[config.mk]
export PLATFORM = sky130hd
export DESIGN_NAME = audio_agc_envelope_gain
export DESIGN_NICKNAME = d
export VERILOG_FILES = /design/src/rtl/agc_pkg.sv /design/src/rtl/audio_agc_envelope_gain.sv
export SDC_FILE = /design/constraint.sdc
export NUM_CORES = 2
export LEC_CHECK = 0
export BUFFER_PORTS_ARGS = -buffer_cell sky130_fd_sc_hd__buf_2
export CAP_MARGIN = 20
export CORE_UTILIZATION = 30
export DETAILED_ROUTE_END_ITERATION = 10
export GPL_ROUTABILITY_DRIVEN = 0
export HOLD_SLACK_MARGIN = 0.12
export PLACE_DENSITY = 0.57
export SYNTH_ARGS = -nofsm -noshare
export SYNTH_HDL_FRONTEND = slang
export SYNTH_SLANG_ARGS = --single-unit
[constraint.sdc]
create_clock -name i_clk -period 9 [get_ports i_clk]
set_input_delay 0.9 -clock i_clk [delete_from_list [all_inputs] [get_ports i_clk]]
set_output_delay 0.9 -clock i_clk [all_outputs]
set_load 0.02 [all_outputs]
[src/rtl/agc_pkg.sv]
// Package with the types and constants of the automatic gain control block.
package agc_pkg;

    typedef enum logic [3:0] {
        S_IDLE,
        S_ENV_DIFF,
        S_ENV_MUL,
        S_ENV_UPD,
        S_DIV,
        S_CLAMP,
        S_GAIN_DIFF,
        S_GAIN_MUL,
        S_GAIN_UPD,
        S_OUT_MUL,
        S_OUT_FIN
    } t_state;

    localparam int CFG_IDX_W = 3;

    localparam logic [CFG_IDX_W-1:0] CFG_TARGET_LEVEL      = 3'd0;
    localparam logic [CFG_IDX_W-1:0] CFG_MAX_GAIN          = 3'd1;
    localparam logic [CFG_IDX_W-1:0] CFG_ATTACK_COEFF      = 3'd2;
    localparam logic [CFG_IDX_W-1:0] CFG_RELEASE_COEFF     = 3'd3;
    localparam logic [CFG_IDX_W-1:0] CFG_GAIN_SMOOTH_COEFF = 3'd4;

    localparam logic [15:0] RST_TARGET_LEVEL      = 16'd3277;
    localparam logic [23:0] RST_MAX_GAIN          = 24'd655360;
    localparam logic [23:0] RST_ATTACK_COEFF      = 24'd208376;
    localparam logic [23:0] RST_RELEASE_COEFF     = 24'd2097;
    localparam logic [23:0] RST_GAIN_SMOOTH_COEFF = 24'd10483;
    localparam logic [31:0] RST_SMOOTHED_GAIN     = 32'd16777216;

    localparam logic [23:0] MIN_GAIN_Q16 = 24'd6554;
    localparam logic [55:0] HALF_Q24     = 56'd8388608;

    localparam int          DIV_STEPS = 40;
    localparam int          DIV_CNT_W = 6;
    localparam logic [DIV_CNT_W-1:0] DIV_LAST = DIV_CNT_W'(DIV_STEPS - 1);

endpackage

[src/rtl/audio_agc_envelope_gain.sv]
// Automatic gain control with envelope follower, built around one shared multiplier.
//
//  channel   direction  handshake                     payload
//  input     in         i_in_valid / o_in_stall       i_sample_in
//  output    out        o_out_valid / i_out_stall     o_sample_out, o_gain_now, o_clipped
//  config    in         i_cfg_valid / o_cfg_ready     i_cfg_index, i_cfg_data
//
// An item passes the envelope, divider, gain and output states before its result is
// registered, and the next item is accepted only once the block is back in idle, so
// items do not overlap; the division takes 40 restoring divider steps.
// The other steps share one 24 by 32 bit multiplier for envelope, gain and output.
// Reset restores the register defaults, a zero envelope and a unity smoothed gain.
// A stalled result waits in the output register while the next item is processed.
module audio_agc_envelope_gain
    import agc_pkg::*;
(
    input  logic                 i_clk,
    input  logic                 i_rst_n,
    input  logic                 i_in_valid,
    output logic                 o_in_stall,
    input  logic signed [15:0]   i_sample_in,
    output logic                 o_out_valid,
    input  logic                 i_out_stall,
    output logic signed [15:0]   o_sample_out,
    output logic        [23:0]   o_gain_now,
    output logic                 o_clipped,
    input  logic                 i_cfg_valid,
    output logic                 o_cfg_ready,
    input  logic [CFG_IDX_W-1:0] i_cfg_index,
    input  logic [23:0]          i_cfg_data
);

    t_state r_state;
    t_state n_state;

    logic [15:0] r_target_level;
    logic [23:0] r_max_gain;
    logic [23:0] r_attack_coeff;
    logic [23:0] r_release_coeff;
    logic [23:0] r_gain_smooth_coeff;

    logic [23:0] r_env;
    logic [31:0] r_sg;

    logic [15:0] r_mag;
    logic        r_neg;
    logic        r_up;
    logic [23:0] r_coef;
    logic [31:0] r_diff;
    logic [55:0] r_prod;
    logic [23:0] r_rem;
    logic [39:0] r_quo;
    logic [DIV_CNT_W-1:0] r_cnt;
    logic [23:0] r_tgain;

    logic        r_out_valid;
    logic [15:0] r_sample_out;
    logic [23:0] r_gain_now;
    logic        r_clipped;

    logic        w_accept;
    logic        w_out_free;
    logic [23:0] w_mul_a;
    logic [31:0] w_mul_b;
    logic [55:0] w_rnd;
    logic [23:0] w_mag23;
    logic        w_env_up;
    logic [23:0] w_divisor;
    logic [24:0] w_trial;
    logic        w_fits;
    logic [24:0] w_trial_sub;
    logic [23:0] w_tmax;
    logic [31:0] w_tgt32;
    logic        w_gain_up;
    logic [24:0] w_out_mag;
    logic [15:0] w_out_val;
    logic        w_out_clip;

    assign o_cfg_ready  = 1'b1;
    assign o_out_valid  = r_out_valid;
    assign o_sample_out = signed'(r_sample_out);
    assign o_gain_now   = r_gain_now;
    assign o_clipped    = r_clipped;

    assign w_accept   = i_in_valid && !o_in_stall;
    assign w_out_free = !r_out_valid || !i_out_stall;

    assign w_mul_a = (r_state == S_OUT_MUL) ? {8'b0, r_mag} : r_coef;
    assign w_mul_b = (r_state == S_OUT_MUL) ? r_sg : r_diff;
    assign w_rnd   = r_prod + HALF_Q24;

    assign w_mag23  = {r_mag, 8'b0};
    assign w_env_up = w_mag23 > r_env;

    assign w_divisor   = (r_env == 24'd0) ? 24'd1 : r_env;
    assign w_trial     = {r_rem, r_quo[39]};
    assign w_fits      = w_trial >= {1'b0, w_divisor};
    assign w_trial_sub = w_trial - {1'b0, w_divisor};

    assign w_tmax    = (r_quo > {16'b0, r_max_gain}) ? r_max_gain : r_quo[23:0];
    assign w_tgt32   = {r_tgain, 8'b0};
    assign w_gain_up = w_tgt32 >= r_sg;

    assign w_out_mag = w_rnd[48:24];

    always_comb begin
        if (r_neg) begin
            w_out_clip = w_out_mag > 25'd32768;
            w_out_val  = w_out_clip ? 16'h8000 : 16'(16'd0 - w_out_mag[15:0]);
        end else begin
            w_out_clip = w_out_mag > 25'd32767;
            w_out_val  = w_out_clip ? 16'h7FFF : w_out_mag[15:0];
        end
    end

    always_ff @(posedge i_clk) begin
        if (!i_rst_n) begin
            r_state <= S_IDLE;
        end else begin
            r_state <= n_state;
        end
    end

    always_comb begin
        n_state    = r_state;
        o_in_stall = 1'b1;
        case (r_state)
            S_IDLE: begin
                o_in_stall = 1'b0;
                if (i_in_valid) begin
                    n_state = S_ENV_DIFF;
                end
            end
            S_ENV_DIFF:  n_state = S_ENV_MUL;
            S_ENV_MUL:   n_state = S_ENV_UPD;
            S_ENV_UPD:   n_state = S_DIV;
            S_DIV: begin
                if (r_cnt == DIV_LAST) begin
                    n_state = S_CLAMP;
                end
            end
            S_CLAMP:     n_state = S_GAIN_DIFF;
            S_GAIN_DIFF: n_state = S_GAIN_MUL;
            S_GAIN_MUL:  n_state = S_GAIN_UPD;
            S_GAIN_UPD:  n_state = S_OUT_MUL;
            S_OUT_MUL:   n_state = S_OUT_FIN;
            S_OUT_FIN: begin
                if (w_out_free) begin
                    n_state = S_IDLE;
                end
            end
            default:     n_state = S_IDLE;
        endcase
    end

    always_ff @(posedge i_clk) begin
        if (!i_rst_n) begin
            r_target_level      <= RST_TARGET_LEVEL;
            r_max_gain          <= RST_MAX_GAIN;
            r_attack_coeff      <= RST_ATTACK_COEFF;
            r_release_coeff     <= RST_RELEASE_COEFF;
            r_gain_smooth_coeff <= RST_GAIN_SMOOTH_COEFF;
        end else if (i_cfg_valid && o_cfg_ready) begin
            case (i_cfg_index)
                CFG_TARGET_LEVEL:      r_target_level      <= i_cfg_data[15:0];
                CFG_MAX_GAIN:          r_max_gain          <= i_cfg_data;
                CFG_ATTACK_COEFF:      r_attack_coeff      <= i_cfg_data;
                CFG_RELEASE_COEFF:     r_release_coeff     <= i_cfg_data;
                CFG_GAIN_SMOOTH_COEFF: r_gain_smooth_coeff <= i_cfg_data;
                default: ;
            endcase
        end
    end

    always_ff @(posedge i_clk) begin
        if (!i_rst_n) begin
            r_env <= 24'd0;
            r_sg  <= RST_SMOOTHED_GAIN;
        end else begin
            if (r_state == S_ENV_UPD) begin
                r_env <= r_up ? (r_env + w_rnd[47:24]) : (r_env - w_rnd[47:24]);
            end
            if (r_state == S_GAIN_UPD) begin
                r_sg <= r_up ? (r_sg + w_rnd[55:24]) : (r_sg - w_rnd[55:24]);
            end
        end
    end

    always_ff @(posedge i_clk) begin
        if (w_accept) begin
            r_neg <= i_sample_in[15];
            r_mag <= i_sample_in[15] ? 16'(~i_sample_in + 16'sd1) : i_sample_in;
        end
        case (r_state)
            S_ENV_DIFF: begin
                r_up   <= w_env_up;
                r_coef <= w_env_up ? r_attack_coeff : r_release_coeff;
                r_diff <= {8'b0, (w_env_up ? (w_mag23 - r_env) : (r_env - w_mag23))};
            end
            S_ENV_UPD: begin
                r_rem <= 24'd0;
                r_quo <= {r_target_level, 24'b0};
                r_cnt <= '0;
            end
            S_DIV: begin
                r_rem <= w_fits ? w_trial_sub[23:0] : w_trial[23:0];
                r_quo <= {r_quo[38:0], w_fits};
                r_cnt <= r_cnt + 1'b1;
            end
            S_CLAMP: begin
                r_tgain <= (w_tmax < MIN_GAIN_Q16) ? MIN_GAIN_Q16 : w_tmax;
            end
            S_GAIN_DIFF: begin
                r_up   <= w_gain_up;
                r_coef <= r_gain_smooth_coeff;
                r_diff <= w_gain_up ? (w_tgt32 - r_sg) : (r_sg - w_tgt32);
            end
            default: ;
        endcase
        if (r_state == S_ENV_MUL || r_state == S_GAIN_MUL || r_state == S_OUT_MUL) begin
            r_prod <= 56'(w_mul_a) * 56'(w_mul_b);
        end
    end

    always_ff @(posedge i_clk) begin
        if (!i_rst_n) begin
            r_out_valid <= 1'b0;
        end else if (r_state == S_OUT_FIN && w_out_free) begin
            r_out_valid <= 1'b1;
        end else if (r_out_valid && !i_out_stall) begin
            r_out_valid <= 1'b0;
        end
    end

    always_ff @(posedge i_clk) begin
        if (r_state == S_OUT_FIN && w_out_free) begin
            r_sample_out <= w_out_val;
            r_gain_now   <= r_sg[31:8];
            r_clipped    <= w_out_clip;
        end
    end

endmodule
==> results.cfg <==
[clocking]
clockBufferDepth = 3
cts_tree = built
root_buffer = clkbuf_16
cts_htree_levels = 2
clk_latency_ps = 630
clk_pin_slew_ps = 60
cts.sinks = 415
cts_buffers = 48

[sta]
max_freq_mhz = 117
hold_violations = 0
finalSetupViolCount = 0
rsz0062_at_grt = no
final-max-slew-violation-count = 0
period_minus_slack_ps = 8580
maxSlewHeadroom_pct = 34.9
worstMarginPinSlew_ps = 976
final.setup.tns_ps = 0
finClkSkew_ps = 39.3
timing.final.crit_share_pct = 95.3

[detailed_routing]
top_layer = met5
wl_met1_um = 72900
dr_total_vias = 41479
dr.pass1.iters = 6
avgRoutedWirePerCell_um = 20.8
wl_met2_um = 76200
detail_route.wirelength_um = 168000
antenna_left = 0
drt_first_iter_violations = 3590
wl_met3_um = 11500
drc = 0
via_per_inst = 5.14

[yosys]
synth_compound_area_share_pct = 11.4
yosys.area_share.simple_pct = 17.9
ys_types = 113
synth_common_cells = 908 x nand2_1, 877 x inv_1, 662 x fa_1
yosys_warnings = 0
syn_nets = 6876
synth_top_area_share_pct = 26.3
synthFlopType = edfxtp_1
postSynthCellCount = 5803
syn_avg_cell_area_um2 = 8.69
synth.most_common_cell = nand2_1
muxShareOfSynthArea_pct = 1.54
syn_area_um2 = 50400
synth_fa_ha_area_share_pct = 35.3
synth_area_leaders = fa_1 26%, edfxtp_1 14%, ha_1 9.0%
ys_ff_latch = 415
async_reset_ff_share_pct = 0
synth_top_area_cell = fa_1
synth-xor-area-share_pct = 3.89
ys_seq_area_share_pct = 21.3
synth_top_family_by_area = adder cells
synth-edff-count = 242

[setup_path]
critPathMaxStageDelay_ps = 570
critPathTopFamily = adder cells
crit_type = flip-flop to flip-flop
cp-end-kind = flip-flop
cp_slowest_cell = fa_1
cp.buffers_inverters = 5
cp-start-kind = flip-flop
crit_arrival_ps = 8930
cp_common_cell = fa_1
crit_fanout = 11
cp.required_ps = 9350

[global_routing]
grt.overflow.total = 0
grt_pass1_wl_um = 256000
antenna_found_initial = 5
grtUsageTotal_pct = 19.7
grt_max_degree = 78
grt_pass1_vias = 41359

[run_status]
status = finished, final reports clean

[floorplanning]
ioPinCount = 92
num_rows = 150
initial_utilization_pct = 30.2
dieArea_um2 = 170000
chipWidth_um = 412
fp.dieH_um = 412
core_um2 = 167000

[min_path]
hold_class = flip-flop to flip-flop

[layout]
syn_to_final_growth_pct = 10.6
final_layout_size_suffix_gt1_share_pct = 7.70
num-nets-final = 6906
antenna_cells = 0

[run]
maxCapViolCount = 0

[placement]
dp_hpwl_um = 136000
portBuffers = 90
-- cell type report --
cell class                 count  area, µm²
fill                       17426     111000
tap                         2204       2760
multi-input combinational   4232      35500
clock inverter                23        240
inverter                     879       3300
clock buffer                  67       1430
timing repair buffer         257       1850
sequential                   415      10700
-- metrics by stage --
step | std cells | setup WS (ps) | hold slack [ps] | area [µm²] | utilization (%)
CTS | 8071 | 139 | 456 | 55700 | 33.3
detailed placement | 7981 | 34.6 | 447 | 54000 | 32.3
global placement | 7980 | 154 | 442 | 54000 | 32.3
floorplan | 5803 | 532 | 430 | 50400 | -
finish | 8077 | 424 | 454 | 55800 | 33.4
global route | 8077 | 68.3 | 470 | 55800 | 33.4
-- sequential cells by signal, indices dropped and copies added, names as in the netlist, 32 cells and up --
name	flops
r_prod	33
r_sg	32
r_quo	40
r_diff	32
-- layout by cell type (no fill, tap or decap), types with 134 or more instances in the layout --
master and instances:
o21ai_0 139, a21oi_1 319, dfxtp_1 173, nor2_1 527, buf_4 155, edfxtp_1 242, a21o_1 134, inv_1 877
and3_1 160, ha_1 363, nand2_1 905, fa_1 662, xnor2_1 149
-- worst paths after layout --
| kind | from | endpoint | slack [ps] | cells after the start |
|---|---|---|---|---|
| max reg2reg | r_state[2]$_SDFFE_PN0P_ | r_prod[55]$_DFFE_PP_ | 420 | 27 |
| max | r_state[2]$_SDFFE_PN0P_ | r_prod[55]$_DFFE_PP_ | 420 | 27 |
| min | r_release_coeff[18]$_SDFFE_PN0P_ | r_release_coeff[18]$_SDFFE_PN0P_ | 450 | 2 |
| min reg2reg | r_release_coeff[18]$_SDFFE_PN0P_ | r_release_coeff[18]$_SDFFE_PN0P_ | 450 | 2 |
-- cell families (layout without fill, tap and decap cells) --
family                   count (synthesis)  after routing
AO/OA/AOI/OAI                          904            904
XOR/XNOR                               223            223
adder cells (fa/ha/maj)               1025           1025
buffers and inverters                 1157           1226
flip-flops                             415            415
multiplexers                            73             73
other                                    1              1
AND/OR/NAND/NOR                       2005           2006
-- metal layers --
metal,track usage (%),vias to the layer above
li1,-,18876
met1,27.1,20692
met2,31.2,1603
met3,2.61,304
met4,8.03,4
met5,0,-
-- worst register-to-register path, stage by stage (launching register included) --
cell       delay, ps
dfxtp_1          370
nand4bb_2        350
nor2_1           140
a21oi_2          560
nor2_1           180
fa_1             580
inv_1             60
fa_1             530
inv_1             50
fa_1             530
fa_1             470
fa_1             540
fa_1             570
inv_1             60
fa_1             530
inv_1             40
ha_1             330
and3_1           200
a221oi_1         300
o21bai_1         150
or3b_1           360
nor3_1           190
buf_4            220
o21a_1           200
o21ai_2          110
a2111o_1         400
a41oi_1          210
xor2_1            90
-- what timing repair did --
| item | 4_1_cts | 5_1_grt |
|---|---|---|
| gates cloned | 0 | 1 |
| endpoints found under the setup margin | 1 | 18 |
| pin swaps | 0 | 1 |
| resized for setup | 1 | 9 |
| setup buffers | 0 | 2 |
| hold buffers | 0 | 0 |
Power is left out: the tool's default activity adds up to more than one toggle a clock period on the data nets, which glitch-free logic cannot reach.
